$ cat config.mk
export PLATFORM = sky130hd
export DESIGN_NAME = lds_ctrl
export DESIGN_NICKNAME = d
export VERILOG_FILES = /design/src/sv/lds_pkg.sv /design/src/sv/lds_ctrl.sv
export SDC_FILE = /design/constraint.sdc
export NUM_CORES = 1
export LEC_CHECK = 0
export ABC_AREA = 1
export BUFFER_PORTS_ARGS = -buffer_cell sky130_fd_sc_hd__clkbuf_2
export CORE_AREA = 2 2 39 41
export CTS_BUF_LIST = sky130_fd_sc_hd__clkbuf_2
export DETAILED_ROUTE_END_ITERATION = 6
export DIE_AREA = 0 0 41 43
export PLACE_DENSITY_LB_ADDON = 0.25
export SETUP_SLACK_MARGIN = 0.5
export SLEW_MARGIN = 15
export SYNTH_ARGS = -nofsm -noshare
export SYNTH_HDL_FRONTEND = slang
export SYNTH_SLANG_ARGS = --single-unit
export TNS_END_PERCENT = 1
$ cat constraint.sdc
create_clock -name clk -period 1.95 [get_ports clk]
set_input_delay 0.39 -clock clk [delete_from_list [all_inputs] [get_ports clk]]
set_output_delay 0.39 -clock clk [all_outputs]
set_load 0.03 [all_outputs]
$ cat src/sv/lds_pkg.sv
// Package for the direction sampler: constants, codes, state and control types, and the CORDIC arctangent table.
`default_nettype none
package lds_pkg;

  localparam int FRAC_BITS_DEF    = 30;
  localparam int CORDIC_STEPS_DEF = 30;

  localparam logic [31:0] LCG_MUL = 32'd1103515245;
  localparam logic [31:0] LCG_ADD = 32'd12345;
  localparam logic [30:0] HALF_PI_Q30 = 31'd1686629713;
  localparam logic signed [33:0] CORDIC_GAIN_Q30 = 34'sd652032874;

  localparam logic [2:0] ACT_SPHERE  = 3'd1;
  localparam logic [2:0] ACT_HEMI    = 3'd2;
  localparam logic [2:0] ACT_COSHEMI = 3'd3;
  localparam logic [2:0] ACT_CAP     = 3'd4;

  typedef enum logic [3:0] {
    ST_IDLE, ST_DRAW1, ST_DRAW2, ST_ZETA, ST_RAD,
    ST_SQRT, ST_ROOT1, ST_SQRT2, ST_MUL, ST_EMIT
  } state_t;

  typedef struct packed {
    logic load_in;
    logic draw;
    logic save_w1;
    logic angle;
    logic zeta;
    logic rad;
    logic root1;
    logic mul;
    logic emit;
  } cmd_t;

  typedef struct packed {
    logic act_dir;
    logic act_cos;
    logic sqrt_busy;
    logic cordic_busy;
    logic out_free;
  } stat_t;

  function automatic logic signed [33:0] atan_entry(input logic [4:0] i);
    logic signed [33:0] v;
    case (i)
      5'd0:  v = 34'sh3243F6A8;
      5'd1:  v = 34'sh1DAC6705;
      5'd2:  v = 34'sh0FADBAFC;
      5'd3:  v = 34'sh07F56EA6;
      5'd4:  v = 34'sh03FEAB76;
      5'd5:  v = 34'sh01FFD55B;
      5'd6:  v = 34'sh00FFFAAA;
      5'd7:  v = 34'sh007FFF55;
      5'd8:  v = 34'sh003FFFEA;
      5'd9:  v = 34'sh001FFFFD;
      5'd10: v = 34'sh000FFFFF;
      5'd11: v = 34'sh0007FFFF;
      5'd12: v = 34'sh0003FFFF;
      5'd13: v = 34'sh0001FFFF;
      5'd14: v = 34'sh0000FFFF;
      5'd15: v = 34'sh00007FFF;
      5'd16: v = 34'sh00003FFF;
      5'd17: v = 34'sh00001FFF;
      5'd18: v = 34'sh00000FFF;
      5'd19: v = 34'sh000007FF;
      5'd20: v = 34'sh000003FF;
      5'd21: v = 34'sh000001FF;
      5'd22: v = 34'sh000000FF;
      5'd23: v = 34'sh0000007F;
      5'd24: v = 34'sh0000003F;
      5'd25: v = 34'sh0000001F;
      5'd26: v = 34'sh0000000F;
      5'd27: v = 34'sh00000008;
      5'd28: v = 34'sh00000004;
      5'd29: v = 34'sh00000002;
      5'd30: v = 34'sh00000001;
      default: v = 34'sh0;
    endcase
    return v;
  endfunction

endpackage
`default_nettype wire

$ cat src/sv/lds_ctrl.sv
// Controller state machine for the direction sampler.
`default_nettype none
module lds_ctrl import lds_pkg::*; (
  input  wire logic  clk,
  input  wire logic  rst,
  input  wire logic  in_valid,
  output logic       in_ready,
  input  wire stat_t stat,
  output cmd_t       cmd
);

  state_t state, state_next;

  always_ff @(posedge clk) begin
    if (rst) state <= ST_IDLE;
    else     state <= state_next;
  end

  always_comb begin
    state_next = state;
    case (state)
      ST_IDLE:  if (in_valid) state_next = ST_DRAW1;
      ST_DRAW1: state_next = stat.act_dir ? ST_DRAW2 : ST_EMIT;
      ST_DRAW2: state_next = ST_ZETA;
      ST_ZETA:  state_next = ST_RAD;
      ST_RAD:   state_next = ST_SQRT;
      ST_SQRT: begin
        if (!stat.sqrt_busy) begin
          if (stat.act_cos)          state_next = ST_ROOT1;
          else if (!stat.cordic_busy) state_next = ST_MUL;
        end
      end
      ST_ROOT1: state_next = ST_SQRT2;
      ST_SQRT2: if (!stat.sqrt_busy && !stat.cordic_busy) state_next = ST_MUL;
      ST_MUL:   state_next = ST_EMIT;
      ST_EMIT:  if (stat.out_free) state_next = ST_IDLE;
      default:  state_next = ST_IDLE;
    endcase
  end

  always_comb begin
    cmd      = '0;
    in_ready = 1'b0;
    case (state)
      ST_IDLE: begin
        in_ready    = 1'b1;
        cmd.load_in = in_valid;
      end
      ST_DRAW1: begin
        cmd.draw    = 1'b1;
        cmd.save_w1 = 1'b1;
      end
      ST_DRAW2: begin
        cmd.draw  = 1'b1;
        cmd.angle = 1'b1;
      end
      ST_ZETA:  cmd.zeta  = 1'b1;
      ST_RAD:   cmd.rad   = 1'b1;
      ST_ROOT1: cmd.root1 = 1'b1;
      ST_MUL:   cmd.mul   = 1'b1;
      ST_EMIT:  cmd.emit  = stat.out_free;
      default:  cmd = '0;
    endcase
  end

endmodule
`default_nettype wire

; ---- Yosys cells after proc, flatten, opt, wreduce, memory -nomap -nowiden
; Index checks and enable logic that the tools add are counted.
[word_totals]
word_cells = 39
ff_bits = 4
in_bits = 8
output_inout_bits = 10
[op_classes]
n_eq_ne = 14
reduce_logical = 6
mux = 18
[op_table]
columns = op, n
row1 = $pmux 4 s10, 1
row2 = $mux 4, 7
row3 = $eq 4x3->1 const B, 4
row4 = $mux 1, 10
row5 = $eq 4x2->1 const B, 2
row6 = $eq 4x4->1 const B, 2
row7 = $ne 2x2->1 const B, 4
row8 = $reduce_and 5->1, 1
row9 = $eq 4x1->1 const B, 1
row10 = $logic_not 4->1, 1
row11 = $ne 3x3->1 const B, 1
row12 = $logic_not 1->1, 2
row13 = $reduce_or 2->1, 1
row14 = $logic_and 1x1->1, 1

; ---- Logic depth before layout (Yosys ltp)
; Gate-level depths: netlist of run 1.
[logic_depth]
ltp_word = 4
ltp_mapped = 9
mapped_depth_nobuf = 9

; ---- Least setup slack after synthesis of run 1
; Ideal clock, no wire load.
[synth_timing]
path_type = flip-flop to output port
start = register state[1]
end = output cmd[0] (netlist name)
arrival_ps = 1452
required_time_ps = 1560
path_stages_with_launch = 4
slack_ps = 108
n_path_buf = 0
path_cell_list = dfxtp_1 > inv_2 > nand2_1 > nor4_1
[synth_lines]
columns = item, line
row1 = start: declaration, lds_ctrl.sv:12  ; state_t state, state_next;
row2 = start signal: assignment, lds_ctrl.sv:16  ; else state <= state_next;
row3 = end: declaration, lds_ctrl.sv:9  ; output cmd_t cmd

==> summary.md, run 1 <==
| Metric | Value |
|---|---|
| Die extent in y | 43 µm |
| Synth Cell Area | 414.1 µm² |
| Part of the total power dissipated in sequential elements | 19.0% |
| GRT Total Usage | 15.26% |
| Net switching share of the total power | 57.98% |
| HPWL Detailed | 918.7 µm |
| Fin nets | 109 |
| Setup Crit Path Kind | flop to output pin |
| Number of routed nets with antenna violations | 0 |
| Largest register FFs | 4 |
| Class of the most critical hold timing path | input pin to flop |
| CTS root buf | sky130_fd_sc_hd__clkbuf_2 |
| Count of input and output buffers | 17 |
| Rel. slew slack | 85.65% |
| Data arrival time at the worst-slack endpoint | 1.12 ns |
| Core region area | 0.001384 mm² |
| Number of failing hold endpoints at the final stage | 0 |
| Critical path peak fanout | 5 |
| Clock period minus final worst setup slack | 1.511 ns |
| Clock slew seen by the registers of the worst setup and hold paths | 0.04 ns |
| Launch instance of the worst register-to-register path | state[2] |
| Area growth from synthesis to layout | 64.05% |
| Slew Limit Fails | 0 |
| Post-synthesis cell type count | 14 |
| Internal power consumption | 485.4 µW |
| Net load switching power | 669.7 µW |
| Required time reported for the critical path endpoint | 1.56 ns |
| Post-route fraction of the period consumed by the critical path | 77.51% |
| TritonCTS clock tree | built |
| Unrepaired setup endpoints after global routing | true |
| Number of max-capacitance violations reported | 0 |
| Maximum number of pins on one net before global-route repair | 7 |
| Timing-limited maximum frequency | 661.7 MHz |
| Cts hold-fix bufs | 0 |
| Number of global-route vias before repair | 449 |
| Clk Latency, worst-skew pair | 0.21 ns |
| Total via count in the routed design | 539 |
| Crit start category | flop |
| Maximum resistive drop on vdd | 521.4 µV |
| Leak | 0.0003832 µW |
| IO Count | 18 |
| Transition time of the tightest slew-check pin | 0.2140 ns |
| Die width | 41 µm |
| Total of endpoints with negative setup slack in the final report | 0 |
| Starting DRC count in detailed routing | 9 |
| CTS buffer count | 3 |
| Post-route non-filler standard cell count | 115 |
| Register with the most flip-flops | state |
| Post-route setup slack | 0.4386 ns |
| Core occupancy in the finished layout | 49.10% |
| Clock Sinks | 4 |
| Ys Warns | 0 |
| Fraction of layout instances using a drive strength above 1 | 50.51% |
| Largest registers ranked by flip-flop count | state: 4 flops |
| GRT Residual Overflow | 0 |
| Floorplan die area | 0.001763 mm² |
| Syn_area_per_cell | 5.310 µm² |
| Placer Congestion | 0.8235 |
| Startpoint of the most critical hold path | rst |
| Number of iterations in the first detailed-routing pass | 4 |
| Critical Path End Type | output pin |
| Pre-CTS setup slack | 0.4800 ns |
| Register bit count reported by yosys | 4 |
| Ant diodes | 0 |
| Commonest cells after routing, fill and taps aside | sky130_fd_sc_hd__nand2_1, sky130_fd_sc_hd__nand3_1, sky130_fd_sc_hd__inv_1 |
| Buffers from clock root to sink, at most | 2 |
| Post-synthesis sequential area ratio | 19.34% |
| Beginning of the critical path | state[3] |
| Setup TNS | 0 ns |
| Via count normalized by instance count | 4.687 |
| Number of remaining DRC errors | 0 |
| Number of antenna violations at the first check in global routing | 0 |
| Number of H-tree branching levels | 1 |
| First-pass GRT wire length | 1842 µm |
| Combinational share of power | 74.5% |
| Synthesized instance count | 78 |
| Areal power density over the cells | 1700 mW/mm² |
| Drt wl/cell | 11.03 µm |
| Overall routed net length | 1269 µm |
| Instance count after placement with tap cells included | 111 |
| Mapped Nets | 86 |
| Clock network fraction of total power | 6.5% |
| Clk_skew | 0.001865 ns |
| Starting density of the core | 29.93% |
| Number of cell rows | 14 |
| Result of the run | complete, no violations |
[cell usage after synthesis]
master | n | area share (%)
sky130_fd_sc_hd__nor3_1 | 3 | 3.6
sky130_fd_sc_hd__dfxtp_1 | 4 | 19
sky130_fd_sc_hd__nand3_2 | 1 | 2.4
sky130_fd_sc_hd__nor4_1 | 1 | 1.5
sky130_fd_sc_hd__a211oi_1 | 1 | 1.8
sky130_fd_sc_hd__inv_1 | 13 | 12
sky130_fd_sc_hd__nand3_1 | 12 | 15
sky130_fd_sc_hd__nand2_1 | 16 | 15
sky130_fd_sc_hd__nor2_2 | 4 | 6.0
sky130_fd_sc_hd__nand2_4 | 1 | 2.7
sky130_fd_sc_hd__nand2_2 | 1 | 1.5
sky130_fd_sc_hd__inv_2 | 5 | 4.5
sky130_fd_sc_hd__a21oi_1 | 4 | 4.8
sky130_fd_sc_hd__nor2_1 | 12 | 11
[layout make-up]
type                       count  area (µm²)
clock buffer                   3       15.01
fill                         145       704.4
inverter                      18       77.57
multi-input combinational     56       337.8
sequential                     4       95.09
tap                           16       20.02
timing repair buffer          18       133.9
[path summary, 6_finish.rpt]
path	end	slack [ns]	cells after the start
worst max-delay path	cmd[0]	0.44	3
worst min-delay path	state[3]	0.36	2
worst max register to register	state[2]	0.64	9
worst min register to register	state[1]	0.54	2
[stage by stage]
| stage | area [µm²] | hold slack, ns | power (µW) |
|---|---|---|---|
| floorplan | 425.4 | 0.4591 | 691.7 |
| global placement | 530.5 | 0.5561 | 857.5 |
| detailed placement | 530.5 | 0.5567 | 855.2 |
| CTS | 616.8 | 0.3626 | 1038 |
| global route | 679.4 | 0.3591 | 1251 |
| finish | 679.4 | 0.3592 | 1155 |
[worst max-delay path, cell delays in order (launching register included)]
cell and delay (ns):
sky130_fd_sc_hd__dfxtp_4 0.41, sky130_fd_sc_hd__inv_4 0.07, sky130_fd_sc_hd__nor4_4 0.24, sky130_fd_sc_hd__buf_4 0.19
[cells by family (layout without fill, tap and decap cells)]
group	count (synthesis)	after routing	share of synthesized area [%]
AOI/OAI and AO/OA	5	5	6.647
buffers and inverters	18	39	16.32
DFF	4	4	19.34
and+or+nand+nor	51	51	57.70
[routing by layer]
layer	routed length [µm]	share of wire, %	track usage, %
met2	674	53	23.75
met3	56	4.4	3.141
met1	522	41	19.61
met4	15	1.2	6.000
met5	0	0	0
[repair_timing]
item	in CTS	in global routing
setup buffers	1	0
pin swaps	1	0
setup endpoints to repair	10	10
resized for setup	23	26
[power groups by stage]
| stage | Clock (µW) | Sequential, µW | Combinational, µW |
|---|---|---|---|
| 2_1_floorplan | 0 | 155 | 536 |
| 3_3_place_gp | 0 | 164 | 694 |
| 3_5_place_dp | 0 | 164 | 691 |
| 4_1_cts | 76.5 | 185 | 777 |
| 5_1_grt | 86.5 | 225 | 940 |
| 6_report | 75.6 | 219 | 860 |
Power figures use the tool's default switching activity.
==> run 2, diff against run 1 <==
==> constraint.sdc (replaced) <==
create_clock -name clk -period 1.4 [get_ports clk]
set_input_delay 0.28 -clock clk [delete_from_list [all_inputs] [get_ports clk]]
set_output_delay 0.28 -clock clk [all_outputs]
set_load 0.03 [all_outputs]
==> run 2 against run 1 <==
Net effect:
- utilization up 8.8 points
- cell count up 4.3%
- clock power up 38%
- first-iteration DRC count down 11%
- largest cell class unchanged
- via count up 6.5%
- highest routed layer unchanged
- die area unchanged
==> summary.md, run 2 (same netlist as run 1, synthesis figures left out) <==
| Metric | Value |
|---|---|
| Largest delay share family, worst path | flip-flops |
| Placer Congestion | 0.7630 |
| Timing-limited maximum frequency | 727.9 MHz |
| First-pass GRT wire length | 1980 µm |
| Die extent in y | 43 µm |
| Met1 Wirelength | 500 µm |
| Launch instance of the worst register-to-register path | state[0] |
| Number of cell rows | 14 |
| Number of routed nets with antenna violations | 0 |
| Total via count in the routed design | 574 |
| Result of the run | complete, no violations |
| Net load switching power | 1023 µW |
| Count of input and output buffers | 17 |
| Overall routed net length | 1304 µm |
| Number of global-route vias before repair | 520 |
| GRT Total Usage | 16.15% |
| IO Count | 18 |
| Clock slew seen by the registers of the worst setup and hold paths | 0.04 ns |
| Count of buffer and inverter cells on the critical path | 2 |
| Register with the most flip-flops | state |
| Commonest cells after routing, fill and taps aside | sky130_fd_sc_hd__nand2_1, sky130_fd_sc_hd__inv_1, sky130_fd_sc_hd__clkbuf_2 |
| HPWL Detailed | 909.7 µm |
| Min-Delay Endpoint | state[3] |
| Data arrival time at the worst-slack endpoint | 1.09 ns |
| Number of iterations in the first detailed-routing pass | 4 |
| Post-route fraction of the period consumed by the critical path | 98.12% |
| Largest register FFs | 4 |
| Die width | 41 µm |
| Slew Limit Fails | 0 |
| Leading cell type in the layout, fill and taps excluded | sky130_fd_sc_hd__nand2_1 |
| Fraction of layout instances using a drive strength above 1 | 60.58% |
| Floorplan die area | 0.001763 mm² |
| Critical Path End Type | output pin |
| Number of failing hold endpoints at the final stage | 0 |
| Instance count after placement with tap cells included | 112 |
| Starting DRC count in detailed routing | 8 |
| Clk Latency, worst-skew pair | 0.21 ns |
| Worst-path cell chain | inv_4 > nor4_4 > clkbuf_8 |
| Net switching share of the total power | 54.30% |
| CP max stage delay | 0.38 ns |
| Transition time of the tightest slew-check pin | 0.2059 ns |
| Number of remaining DRC errors | 0 |
| Ant diodes | 0 |
| Via count normalized by instance count | 4.783 |
| TritonCTS clock tree | built |
| Post-layout power | 1883 µW |
| Number of max-capacitance violations reported | 0 |
| Crit start category | flop |
| Setup Crit Path Kind | flop to output pin |
| Total of endpoints with negative setup slack in the final report | 0 |
| Core region area | 0.001384 mm² |
| Area growth from synthesis to layout | 93.35% |
| Drt wl/cell | 10.87 µm |
| Largest registers ranked by flip-flop count | state: 4 flops |
| Critical path peak fanout | 5 |
| Startpoint of the most critical hold path | rst |
| Number of antenna violations at the first check in global routing | 0 |
| Clock network fraction of total power | 5.5% |
| GRT Residual Overflow | 0 |
| Combinational share of power | 78.9% |
| Post-route non-filler standard cell count | 120 |
| Clk_skew | 0.001032 ns |
| Met2 layer wire length in the routed design | 715 µm |
| Hold Path Depth | 2 |
| Worst R2R Setup Slack | 0.12 ns |
| Maximum resistive drop on vdd | 967.2 µV |
| Maximum number of pins on one net before global-route repair | 6 |
| Leak | 0.0004327 µW |
| Highest metal layer used by the detailed router | met4 |
| Endpoint of the most critical register-to-register path | state[1] |
| Class of the most critical hold timing path | input pin to flop |
| Starting density of the core | 29.93% |
| Number of H-tree branching levels | 1 |
| Clock Sinks | 4 |
| Rel. slew slack | 86.19% |
| Areal power density over the cells | 2352 mW/mm² |
| Buffers from clock root to sink, at most | 2 |
| CTS buffer count | 3 |
| Pre-CTS setup slack | 0.09060 ns |
| Required time reported for the critical path endpoint | 1.12 ns |
| Clock period minus final worst setup slack | 1.374 ns |
| Part of the total power dissipated in sequential elements | 15.5% |
| Unrepaired setup endpoints after global routing | true |
| Fin nets | 114 |
| Post-route setup slack | 0.02627 ns |
| Standard cell with the maximum stage delay on the critical path | sky130_fd_sc_hd__dfxtp_4 |
| Internal power consumption | 860.7 µW |
| CTS root buf | sky130_fd_sc_hd__clkbuf_2 |
| Met3 routed wirelength | 52 µm |
| Layout fillers | 135 |
| Setup TNS | 0 ns |
| Reg2reg path depth | 9 |
## run 2: cell count changes in the layout (fill, tap and decap cells not counted), sizes merged
cell    before  now
buf          7   13
clkbuf      14   13
## run 2: how the worst max path moves through the flow
stage / to / cells past startpoint / slack [ns] / startpoint
finish: cmd[0] / 3 / 0.03 / state[3]
global route: cmd[5] / 4 / -0.02 / state[3]
CTS: cmd[0] / 3 / 0.01 / state[3]
detailed placement: state[1] / 9 / 0.09 / state[2]
global placement: cmd[0] / 4 / 0.11 / state[1]
floorplan: cmd[0] / 3 / 0.15 / state[1]
## run 2: stage by stage
step	hold WS (ns)	utilization, %	area [µm²]
global placement	0.4787	42.41	586.8
detailed placement	0.4818	42.41	586.8
finish	0.2556	57.87	800.8
CTS	0.2506	50.54	699.4
global route	0.2626	57.87	800.8
floorplan	0.3491	-	474.2
## run 2: metal layers
metal,GRT usage [%],vias up
met2,27.19,19
met3,1.571,4
li1,-,295
met5,0,-
met1,19.87,256
met4,6.000,0
## run 2: power groups by stage
| stage | combinational [µW] | sequential, µW | clock, µW |
|---|---|---|---|
| 6_report | 1490 | 292 | 104 |
| 5_1_grt | 1620 | 303 | 115 |
| 4_1_cts | 1230 | 279 | 110 |
| 3_5_place_dp | 1080 | 257 | 0 |
| 3_3_place_gp | 1090 | 253 | 0 |
| 2_1_floorplan | 852 | 237 | 0 |
## run 2: final cells by class
type | count | area, µm² | area share [%]
Multi-Input combinational cell | 56 | 381.6 | 47.66
Timing Repair Buffer | 23 | 206.4 | 25.78
Sequential cell | 4 | 95.09 | 11.88
Inverter | 18 | 82.58 | 10.31
Tap cell | 16 | 20.02 | 2.500
Clock buffer | 3 | 15.01 | 1.875
## run 2: repair_timing
action	CTS	global route
gates cloned	0	0
hold buffers	0	0
pin swaps	2	4
setup buffers	4	1
setup endpoints to repair	14	14
resized for setup	22	33
